`src/hw/rtl/sat_pkg.sv`:
```
`default_nettype none
package sat_pkg;

  localparam int unsigned SAT_SLOTS        = 16;
  localparam int unsigned SAT_ADDRESS_BITS = 32;
  localparam logic [31:0] SAT_MAX_SIZE_RST = 32'd64;

  localparam logic REQ_TRANSLATE = 1'b0;
  localparam logic REQ_LOAD      = 1'b1;

  typedef enum logic [1:0] {
    STATUS_OK     = 2'd0,
    STATUS_BOUNDS = 2'd1,
    STATUS_NO_SEG = 2'd2
  } sat_status_e;

  typedef struct packed {
    logic        en;
    logic [7:0]  slot;
    logic [7:0]  id;
    logic [31:0] base;
    logic [31:0] size;
    logic        in_use;
  } sat_wr_t;

  typedef struct packed {
    logic        valid;
    logic        key_ok;
    logic [7:0]  key;
    logic        found;
    logic [31:0] base;
    logic [31:0] size;
  } sat_token_t;

endpackage
`default_nettype wire

```
`src/hw/rtl/sat_req_if.sv`:
```
`default_nettype none
interface sat_req_if;
  logic        valid;
  logic        ready;
  logic        req_type;
  logic [31:0] logical_address;
  logic [15:0] byte_count;
  logic [3:0]  entry_slot;
  logic [7:0]  entry_id;
  logic [31:0] entry_base;
  logic [31:0] entry_size;
  logic        entry_valid;

  modport source (
    output valid, req_type, logical_address, byte_count, entry_slot,
           entry_id, entry_base, entry_size, entry_valid,
    input  ready
  );

  modport sink (
    input  valid, req_type, logical_address, byte_count, entry_slot,
           entry_id, entry_base, entry_size, entry_valid,
    output ready
  );
endinterface
`default_nettype wire

```
`src/hw/rtl/sat_rsp_if.sv`:
```
`default_nettype none
interface sat_rsp_if;
  logic        valid;
  logic        ready;
  logic [31:0] physical_address;
  logic [31:0] segment_number;
  logic [1:0]  status;

  modport source (
    output valid, physical_address, segment_number, status,
    input  ready
  );

  modport sink (
    input  valid, physical_address, segment_number, status,
    output ready
  );
endinterface
`default_nettype wire

```
`src/hw/rtl/sat_divider.sv`:
```
`default_nettype none
module sat_divider #(
  parameter int unsigned DW = sat_pkg::SAT_ADDRESS_BITS
) (
  input  wire logic          clk_i,
  input  wire logic          rst_ni,
  input  wire logic          start_i,
  input  wire logic [DW-1:0] dividend_i,
  input  wire logic [31:0]   divisor_i,
  output logic               done_o,
  output logic [DW-1:0]      quotient_o,
  output logic [31:0]        remainder_o
);

  localparam int unsigned CW = (DW > 1) ? $clog2(DW) : 1;

  logic          busy_q, busy_d;
  logic          done_q, done_d;
  logic [CW-1:0] cnt_q, cnt_d;
  logic [DW-1:0] dvd_q, dvd_d;
  logic [31:0]   rem_q, rem_d;
  logic [31:0]   div_q, div_d;
  logic [32:0]   trial;
  logic [32:0]   diff;
  logic          take;

  always_comb begin
    trial = {rem_q, dvd_q[DW-1]};
    diff  = trial - {1'b0, div_q};
    take  = (trial >= {1'b0, div_q});
  end

  always_comb begin
    busy_d = busy_q;
    done_d = 1'b0;
    cnt_d  = cnt_q;
    dvd_d  = dvd_q;
    rem_d  = rem_q;
    div_d  = div_q;
    if (start_i) begin
      busy_d = 1'b1;
      cnt_d  = '0;
      dvd_d  = dividend_i;
      rem_d  = '0;
      div_d  = divisor_i;
    end else if (busy_q) begin
      rem_d = take ? diff[31:0] : trial[31:0];
      dvd_d = {dvd_q[DW-2:0], take};
      cnt_d = cnt_q + CW'(1);
      if (cnt_q == CW'(DW - 1)) begin
        busy_d = 1'b0;
        done_d = 1'b1;
      end
    end
  end

  always_ff @(posedge clk_i or negedge rst_ni) begin
    if (!rst_ni) begin
      busy_q <= 1'b0;
      done_q <= 1'b0;
      cnt_q  <= '0;
    end else begin
      busy_q <= busy_d;
      done_q <= done_d;
      cnt_q  <= cnt_d;
    end
  end

  always_ff @(posedge clk_i) begin
    dvd_q <= dvd_d;
    rem_q <= rem_d;
    div_q <= div_d;
  end

  assign done_o      = done_q;
  assign quotient_o  = dvd_q;
  assign remainder_o = rem_q;

endmodule
`default_nettype wire

```
`src/hw/rtl/sat_cell.sv`:
```
`default_nettype none
module sat_cell #(
  parameter int unsigned SLOT_IDX = 0
) (
  input  wire logic               clk_i,
  input  wire logic               rst_ni,
  input  wire sat_pkg::sat_wr_t    wr_i,
  input  wire sat_pkg::sat_token_t tok_i,
  output sat_pkg::sat_token_t      tok_o
);

  logic                in_use_q;
  logic [7:0]          id_q;
  logic [31:0]         base_q;
  logic [31:0]         size_q;
  logic                wr_hit;
  logic                match;
  sat_pkg::sat_token_t tok_d, tok_q;

  assign wr_hit = wr_i.en && (wr_i.slot == 8'(SLOT_IDX));
  assign match  = tok_i.key_ok && in_use_q && (id_q == tok_i.key);

  always_comb begin
    tok_d = tok_i;
    if (!tok_i.found && match) begin
      tok_d.found = 1'b1;
      tok_d.base  = base_q;
      tok_d.size  = size_q;
    end
  end

  always_ff @(posedge clk_i or negedge rst_ni) begin
    if (!rst_ni) begin
      in_use_q <= 1'b0;
      tok_q    <= '0;
    end else begin
      if (wr_hit) begin
        in_use_q <= wr_i.in_use;
      end
      tok_q <= tok_d;
    end
  end

  always_ff @(posedge clk_i) begin
    if (wr_hit) begin
      id_q   <= wr_i.id;
      base_q <= wr_i.base;
      size_q <= wr_i.size;
    end
  end

  assign tok_o = tok_q;

endmodule
`default_nettype wire

```
`src/hw/rtl/segment_address_translator.sv`:
```
`default_nettype none
// Segmentation address translator. A load word writes one segment slot and is
// answered in the cycle after acceptance with status ok. A translate word
// splits the logical address by max_segment_size in a restoring divider that
// takes one cycle per address bit, then sends a lookup token down a row of
// SEGMENT_SLOTS cells, one cell per cycle, where the first in-use slot with a
// matching id wins; as the token leaves the last cell, bounds are checked and
// base plus offset is formed into the response registers. One word is in
// flight at a time; the next word is taken once the result has been taken.
// Write max_segment_size only while idle.
module segment_address_translator #(
  parameter int unsigned SEGMENT_SLOTS = sat_pkg::SAT_SLOTS,
  parameter int unsigned ADDRESS_BITS  = sat_pkg::SAT_ADDRESS_BITS
) (
  input  wire logic        clk_i,
  input  wire logic        rst_ni,
  input  wire logic        cfg_we_i,
  input  wire logic [31:0] cfg_wdata_i,
  sat_req_if.sink          req_i,
  sat_rsp_if.source        rsp_o
);

  localparam int unsigned DW = (ADDRESS_BITS < 32) ? ADDRESS_BITS : 32;

  typedef enum logic [3:0] {
    ST_IDLE   = 4'b0001,
    ST_DIV    = 4'b0010,
    ST_SEARCH = 4'b0100,
    ST_RESP   = 4'b1000
  } state_e;

  state_e                state_q, state_d;
  logic [31:0]           max_size_q;
  logic                  accept;
  logic                  div_start;
  logic                  div_done;
  logic [DW-1:0]         quotient;
  logic [31:0]           remainder;
  logic [DW-1:0]         la_q;
  logic [15:0]           count_q;
  logic                  div_zero_q;
  logic [31:0]           offset;
  logic [31:0]           segnum;
  logic [32:0]           end_sum;
  logic [32:0]           phys_sum;
  sat_pkg::sat_wr_t      wr;
  sat_pkg::sat_token_t   tok [SEGMENT_SLOTS+1];
  sat_pkg::sat_token_t   tail;
  logic [31:0]           phys_q, phys_d;
  logic [31:0]           seg_q, seg_d;
  sat_pkg::sat_status_e  status_q, status_d;

  assign req_i.ready = (state_q == ST_IDLE);
  assign accept      = req_i.valid && req_i.ready;
  assign div_start   = accept && (req_i.req_type == sat_pkg::REQ_TRANSLATE);

  always_ff @(posedge clk_i or negedge rst_ni) begin
    if (!rst_ni) begin
      max_size_q <= sat_pkg::SAT_MAX_SIZE_RST;
    end else if (cfg_we_i) begin
      max_size_q <= cfg_wdata_i;
    end
  end

  sat_divider #(
    .DW (DW)
  ) u_divider (
    .clk_i       (clk_i),
    .rst_ni      (rst_ni),
    .start_i     (div_start),
    .dividend_i  (req_i.logical_address[DW-1:0]),
    .divisor_i   (max_size_q),
    .done_o      (div_done),
    .quotient_o  (quotient),
    .remainder_o (remainder)
  );

  always_ff @(posedge clk_i) begin
    if (div_start) begin
      la_q       <= req_i.logical_address[DW-1:0];
      count_q    <= req_i.byte_count;
      div_zero_q <= (max_size_q == 32'd0);
    end
  end

  always_comb begin
    wr.en     = accept && (req_i.req_type == sat_pkg::REQ_LOAD);
    wr.slot   = 8'(req_i.entry_slot);
    wr.id     = req_i.entry_id;
    wr.base   = req_i.entry_base;
    wr.size   = req_i.entry_size;
    wr.in_use = req_i.entry_valid;
  end

  // launch the lookup token into the first cell
  always_comb begin
    tok[0].valid  = (state_q == ST_DIV) && div_done;
    tok[0].key_ok = !div_zero_q && ((quotient >> 8) == '0);
    tok[0].key    = quotient[7:0];
    tok[0].found  = 1'b0;
    tok[0].base   = '0;
    tok[0].size   = '0;
  end

  for (genvar i = 0; i < SEGMENT_SLOTS; i++) begin : g_cell
    sat_cell #(
      .SLOT_IDX (i)
    ) u_cell (
      .clk_i  (clk_i),
      .rst_ni (rst_ni),
      .wr_i   (wr),
      .tok_i  (tok[i]),
      .tok_o  (tok[i+1])
    );
  end

  assign tail     = tok[SEGMENT_SLOTS];
  assign offset   = div_zero_q ? 32'(la_q) : remainder;
  assign segnum   = div_zero_q ? '1 : 32'(quotient);
  assign end_sum  = {1'b0, offset} + 33'(count_q);
  assign phys_sum = {1'b0, tail.base} + {1'b0, offset};

  always_comb begin
    state_d  = state_q;
    phys_d   = phys_q;
    seg_d    = seg_q;
    status_d = status_q;
    case (state_q)
      ST_IDLE: begin
        if (accept) begin
          if (req_i.req_type == sat_pkg::REQ_LOAD) begin
            phys_d   = '0;
            seg_d    = '0;
            status_d = sat_pkg::STATUS_OK;
            state_d  = ST_RESP;
          end else begin
            state_d = ST_DIV;
          end
        end
      end
      ST_DIV: begin
        if (div_done) begin
          state_d = ST_SEARCH;
        end
      end
      ST_SEARCH: begin
        if (tail.valid) begin
          seg_d  = segnum;
          phys_d = '0;
          if (!tail.found) begin
            status_d = sat_pkg::STATUS_NO_SEG;
          end else if (end_sum > {1'b0, tail.size}) begin
            status_d = sat_pkg::STATUS_BOUNDS;
          end else begin
            status_d = sat_pkg::STATUS_OK;
            phys_d   = 32'(phys_sum[DW-1:0]);
          end
          state_d = ST_RESP;
        end
      end
      ST_RESP: begin
        if (rsp_o.ready) begin
          state_d = ST_IDLE;
        end
      end
      default: begin
        state_d = ST_IDLE;
      end
    endcase
  end

  always_ff @(posedge clk_i or negedge rst_ni) begin
    if (!rst_ni) begin
      state_q <= ST_IDLE;
    end else begin
      state_q <= state_d;
    end
  end

  always_ff @(posedge clk_i) begin
    phys_q   <= phys_d;
    seg_q    <= seg_d;
    status_q <= status_d;
  end

  assign rsp_o.valid            = (state_q == ST_RESP);
  assign rsp_o.physical_address = phys_q;
  assign rsp_o.segment_number   = seg_q;
  assign rsp_o.status           = status_q;

endmodule
`default_nettype wire
```
`src/flat_wrapper.sv`:
```
// flat-port wrapper written by rule: the top's interface ports become plain ports
module segment_address_translator_flat 
#(
  parameter int unsigned SEGMENT_SLOTS = sat_pkg::SAT_SLOTS,
  parameter int unsigned ADDRESS_BITS  = sat_pkg::SAT_ADDRESS_BITS
)
  (clk_i, rst_ni, cfg_we_i, cfg_wdata_i, req_i_valid, req_i_req_type, req_i_logical_address, req_i_byte_count, req_i_entry_slot, req_i_entry_id, req_i_entry_base, req_i_entry_size, req_i_entry_valid, req_i_ready, rsp_o_valid, rsp_o_physical_address, rsp_o_segment_number, rsp_o_status, rsp_o_ready);
  sat_req_if req_i_i ();
  sat_rsp_if rsp_o_i ();
  input  wire logic clk_i;
  input  wire logic rst_ni;
  input  wire logic cfg_we_i;
  input  wire logic [31:0] cfg_wdata_i;
  input wire logic [$bits(req_i_i.valid)-1:0] req_i_valid;
  input wire logic [$bits(req_i_i.req_type)-1:0] req_i_req_type;
  input wire logic [$bits(req_i_i.logical_address)-1:0] req_i_logical_address;
  input wire logic [$bits(req_i_i.byte_count)-1:0] req_i_byte_count;
  input wire logic [$bits(req_i_i.entry_slot)-1:0] req_i_entry_slot;
  input wire logic [$bits(req_i_i.entry_id)-1:0] req_i_entry_id;
  input wire logic [$bits(req_i_i.entry_base)-1:0] req_i_entry_base;
  input wire logic [$bits(req_i_i.entry_size)-1:0] req_i_entry_size;
  input wire logic [$bits(req_i_i.entry_valid)-1:0] req_i_entry_valid;
  output wire logic [$bits(req_i_i.ready)-1:0] req_i_ready;
  output wire logic [$bits(rsp_o_i.valid)-1:0] rsp_o_valid;
  output wire logic [$bits(rsp_o_i.physical_address)-1:0] rsp_o_physical_address;
  output wire logic [$bits(rsp_o_i.segment_number)-1:0] rsp_o_segment_number;
  output wire logic [$bits(rsp_o_i.status)-1:0] rsp_o_status;
  input wire logic [$bits(rsp_o_i.ready)-1:0] rsp_o_ready;
  assign req_i_i.valid = req_i_valid;
  assign req_i_i.req_type = req_i_req_type;
  assign req_i_i.logical_address = req_i_logical_address;
  assign req_i_i.byte_count = req_i_byte_count;
  assign req_i_i.entry_slot = req_i_entry_slot;
  assign req_i_i.entry_id = req_i_entry_id;
  assign req_i_i.entry_base = req_i_entry_base;
  assign req_i_i.entry_size = req_i_entry_size;
  assign req_i_i.entry_valid = req_i_entry_valid;
  assign req_i_ready = req_i_i.ready;
  assign rsp_o_valid = rsp_o_i.valid;
  assign rsp_o_physical_address = rsp_o_i.physical_address;
  assign rsp_o_segment_number = rsp_o_i.segment_number;
  assign rsp_o_status = rsp_o_i.status;
  assign rsp_o_i.ready = rsp_o_ready;
  segment_address_translator #(.SEGMENT_SLOTS(SEGMENT_SLOTS), .ADDRESS_BITS(ADDRESS_BITS)) u_core (.clk_i(clk_i), .rst_ni(rst_ni), .cfg_we_i(cfg_we_i), .cfg_wdata_i(cfg_wdata_i), .req_i(req_i_i), .rsp_o(rsp_o_i));
endmodule
```
`config.mk`:
```
export PLATFORM = sky130hd
export DESIGN_NAME = segment_address_translator_flat
export DESIGN_NICKNAME = d
export VERILOG_FILES = /design/src/hw/rtl/sat_pkg.sv /design/src/hw/rtl/sat_req_if.sv /design/src/hw/rtl/sat_rsp_if.sv /design/src/hw/rtl/sat_divider.sv /design/src/hw/rtl/sat_cell.sv /design/src/hw/rtl/segment_address_translator.sv /design/src/flat_wrapper.sv
export SDC_FILE = /design/constraint.sdc
export NUM_CORES = 2
export LEC_CHECK = 0
export BUFFER_PORTS_ARGS = -buffer_cell sky130_fd_sc_hd__clkbuf_2
export CORE_ASPECT_RATIO = 0.5
export CORE_MARGIN = 10
export CORE_UTILIZATION = 40
export CTS_CLUSTER_SIZE = 10
export DETAILED_ROUTE_END_ITERATION = 8
export SYNTH_ARGS = -nofsm -noshare
export SYNTH_HDL_FRONTEND = slang
export SYNTH_SLANG_ARGS = --single-unit
```
`constraint.sdc`:
```
create_clock -name clk_i -period 6.66 [get_ports clk_i]
set_input_delay 0.333 -clock clk_i [delete_from_list [all_inputs] [get_ports clk_i]]
set_output_delay 0.333 -clock clk_i [all_outputs]
set_load 0.05 [all_outputs]
```
==> out/qor.txt <==
outcome -> completed
WP data required -> 7.26 ns
share of final-layout standard cells stronger than drive strength 1 -> 0.2831
total power consumption of the routed design -> 0.03802 W
number of cell instances on the worst register-to-register path -> 22
post-route ant nets -> 0
total global routing overflow -> 0
highest-delay cell along the critical path -> sky130_fd_sc_hd__edfxtp_1
number of flops mapped to enable cells by yosys -> 1331
pre-CTS worst setup slack -> 0.4159 ns
CTS Buf Count -> 305
RSZ-0062 raised after global routing -> false
CTS H-tree depth -> 5
starting DRC count in detailed routing -> 3712
average routed wire per standard cell -> 25.07 µm
postcts setup bufs -> 0
number of sinks driven by the clock tree -> 2613
register clock-pin slew on the reported worst setup and hold paths -> 0.06 ns
Min Clock Period, post-route -> 6.027 ns
ordered cell list for the critical path -> buf_4 > buf_4 > mux2_2 > ha_1 > a21o_1 > a21oi_1 > nand2_1 > or3_1 > a31oi_2 > nor2_1 > nand2_1 > xnor2_1 > ha_1 > a21o_1 > a221o_1 > a221oi_1 > o21ai_0 > a211o_1 > o211ai_1 > o41a_2 > nand3_4 > nor3_1
final std cells w/o fill -> 9193
Placed Instances -> 8503
mapped cell area -> 0.09330 mm²
final worst slack -> 0.6328 ns
largest net degree at the start of global routing -> 181
buffer levels on the longest clock path -> 4
total of buffers placed on input and output ports -> 230
overall fraction of global-route tracks in use -> 0.1786
maximum clock skew at final layout -> 0.07836 ns
number of buffers and inverters on the critical path -> 2
ratio of total power to cell area -> 348.6 mW/mm²
critical path's top delay family -> compound AO/OA/AOI/OAI gates
most common cell after layout, fill and taps aside -> sky130_fd_sc_hd__edfxtp_1
maximum operating frequency -> 0.1659 GHz
most used flip-flop cell after synthesis -> sky130_fd_sc_hd__edfxtp_1
Rel. slew slack -> 0.1537
count of yosys warnings during synthesis -> 0
final wirelength -> 230500 µm
vias per inst -> 5.103
DRC errors left -> 0
logic depth of the worst setup path including buffers -> 22
count of endpoints failing hold in the final timing report -> 0
CTS root buffer -> sky130_fd_sc_hd__clkbuf_16
die extent in y -> 361.5 µm
last weighted congestion value of the routability-driven placer -> 0.8812
area inside the core boundary -> 0.2321 mm²
Startpoint Class -> flop
Avg Cell Area, Syn -> 17.81 µm²
clock latency of the later-clocked register in the worst-skew pair -> 0.83 ns
layout overhead on the synthesized area -> 16.92%
critical path class -> flop to flop
top sig layer -> met5
Std-Cell Rows -> 125
number of nets in the layout -> 6117
synthesized netlist net count -> 5518
Peak VDD IR -> 192.9 µV
met2 routed wirelength -> 108600 µm
Final setup viols -> 0
most used cells in the layout excluding fill and tap cells -> sky130_fd_sc_hd__edfxtp_1 (1331), sky130_fd_sc_hd__dfrtp_1 (1247), sky130_fd_sc_hd__mux2_2 (1031)
initial antenna violation count -> 26
leakage power of the design -> 45.44 nW
count of max-cap constraint violations -> 0
Worst Path Max Fanout -> 35
count of cell types in the netlist -> 76
vias in the first global route -> 49630
cell count after synthesis -> 5239
number of ports placed on the die boundary -> 231
met3 routed WL -> 10760 µm
maximum cell stage delay along the critical path -> 0.47 ns
metal1 wirelength -> 103500 µm
share of the yosys chip area belonging to registers -> 0.7706
chip width -> 703.0 µm
kind of capture point of the worst setup path -> flop
number of max-slew violations in the final report -> 0
wire length of the first global-routing pass -> 339100 µm
die area -> 0.2541 mm²
critical path arrival -> 6.62 ns
first-pass iteration count of the detailed router -> 6
transition time at the pin with the least slew margin -> 1.265 ns
Filler cells -> 19640
Final TNS setup -> 0 ns
HPWL after DPL -> 142300 µm
starting density of the core -> 0.4020
worst hold path stage count -> 1
Seq cells post-synth -> 2613
clock tree from TritonCTS -> yes
share of async-settable or async-resettable flops after synthesis -> 0.4784
class of the most critical hold timing path -> input port to flop
final worst-path cycle share -> 0.9050
Vias -> 46910
worst paths after layout:
kind | start | to | slack, ns
setup / recovery | u_core.div_zero_q | u_core.rsp_o.physical_address[31] | 0.63
hold / removal | req_i_entry_size[1] | u_core.g_cell[15].u_cell.size_q[1] | 0.03
setup reg to reg | u_core.div_zero_q | u_core.rsp_o.physical_address[31] | 0.63
hold reg to reg | u_core.g_cell[11].u_cell.tok_o[74] | u_core.g_cell[12].u_cell.tok_o[74] | 0.34
max in group asynchronous | rst_ni | u_core.g_cell[1].u_cell.tok_o[39] | 4.87
min in group asynchronous | rst_ni | u_core.g_cell[8].u_cell.tok_o[58] | 0.16
cells in the mapped netlist (22+ instances only):
cell type                  instances  share of area
sky130_fd_sc_hd__mux2_2         1031           0.12
sky130_fd_sc_hd__nor2_1          223         0.0090
sky130_fd_sc_hd__nor4_1           32         0.0021
sky130_fd_sc_hd__nor3_1           26         0.0014
sky130_fd_sc_hd__nand2_1         184         0.0074
sky130_fd_sc_hd__a31oi_1          22         0.0015
sky130_fd_sc_hd__ha_1            113          0.015
sky130_fd_sc_hd__nand2b_1         27         0.0018
sky130_fd_sc_hd__edfxtp_1       1331           0.43
sky130_fd_sc_hd__dfrtp_1        1248           0.33
sky130_fd_sc_hd__nand4_1          39         0.0026
sky130_fd_sc_hd__xor2_1          125          0.012
sky130_fd_sc_hd__xnor2_1          85         0.0080
sky130_fd_sc_hd__a21oi_1         109         0.0058
sky130_fd_sc_hd__inv_1            99         0.0040
sky130_fd_sc_hd__buf_2            72         0.0039
sky130_fd_sc_hd__dfxtp_1          32         0.0069
sky130_fd_sc_hd__o21ai_0          62         0.0033
sky130_fd_sc_hd__a21o_1           31         0.0025
sky130_fd_sc_hd__and2_1           70         0.0047
sky130_fd_sc_hd__clkbuf_1         71         0.0029
through the flow:
stage | utilization | hold WS, ns | instance area, µm²
2_1_floorplan | - | 0.03741 | 93320
3_3_place_gp | 0.4255 | 0.3321 | 98770
3_5_place_dp | 0.4255 | 0.3347 | 98770
4_1_cts | 0.4698 | 0.001174 | 109000
5_1_grt | 0.4699 | 0.04252 | 109100
6_report | 0.4700 | 0.02583 | 109100
sequential cells by signal, indices dropped and copies added, names as in the netlist:
name	count
u_core.g_cell.u_cell.size_q	512
u_core.state_q	4
u_core.u_divider.quotient_o	32
u_core.u_divider.cnt_q	5
u_core.u_divider.done_o	1
u_core.g_cell.u_cell.id_q	128
u_core.g_cell.u_cell.tok_o	1191
u_core.rsp_o.segment_number	32
u_core.count_q	16
u_core.rsp_o.physical_address	32
u_core.g_cell.u_cell.base_q	512
u_core.max_size_q	32
u_core.la_q	32
u_core.g_cell.u_cell.in_use_q	16
u_core.u_divider.busy_q	1
u_core.div_zero_q	1
u_core.rsp_o.status	2
u_core.u_divider.remainder_o	32
u_core.u_divider.div_q	32
cell families (layout without fill, tap and decap cells):
| kind of cell | Yosys count | count (layout) | synth area share |
|---|---|---|---|
| DFF | 2613 | 2613 | 0.7706 |
| muxes | 1047 | 1047 | 0.1262 |
| and+or+nand+nor | 684 | 684 | 0.03495 |
| AOI/OAI and AO/OA | 317 | 317 | 0.02140 |
| buffers and inverters | 252 | 1086 | 0.01139 |
| xor gates and xnor gates | 210 | 210 | 0.01971 |
| adders and majority gates | 116 | 116 | 0.01580 |
| other | 0 | 9 | 0 |
routing by layer:
| layer | GRT usage | vias to the layer above |
|---|---|---|
| li1 | - | 20290 |
| met1 | 0.2507 | 24970 |
| met2 | 0.2878 | 1274 |
| met3 | 0.02488 | 372 |
| met4 | 0.05883 | 2 |
| met5 | 0 | - |
cell type report:
| cell class | instances | area, µm² | area share |
|---|---|---|---|
| inverter | 100 | 380.4 | 0.003487 |
| multi-input combinational | 2374 | 20620 | 0.1890 |
| clock buffer | 527 | 8730 | 0.08003 |
| sequential | 2613 | 71890 | 0.6591 |
| antenna | 9 | 22.52 | 0.0002065 |
| timing repair buffer | 444 | 3383 | 0.03102 |
| tap | 3111 | 3892 | 0.03569 |
| clock inverter | 15 | 158.9 | 0.001457 |
what timing repair did:
item / CTS / global route
endpoints found under the hold margin: 1012 / 6
hold buffers: 138 / 1
setup endpoints to repair: 0 / 2
resized for setup: 0 / 1
report_power, final:
part	internal [W]	leakage (nW)	switching, W
combinational	0.00160	11.7	0.00269
sequential	0.0180	29.4	0.000736
clock	0.00889	4.24	0.00615
total	0.0284	45.4	0.00958
Power figures use the tool's default switching activity.
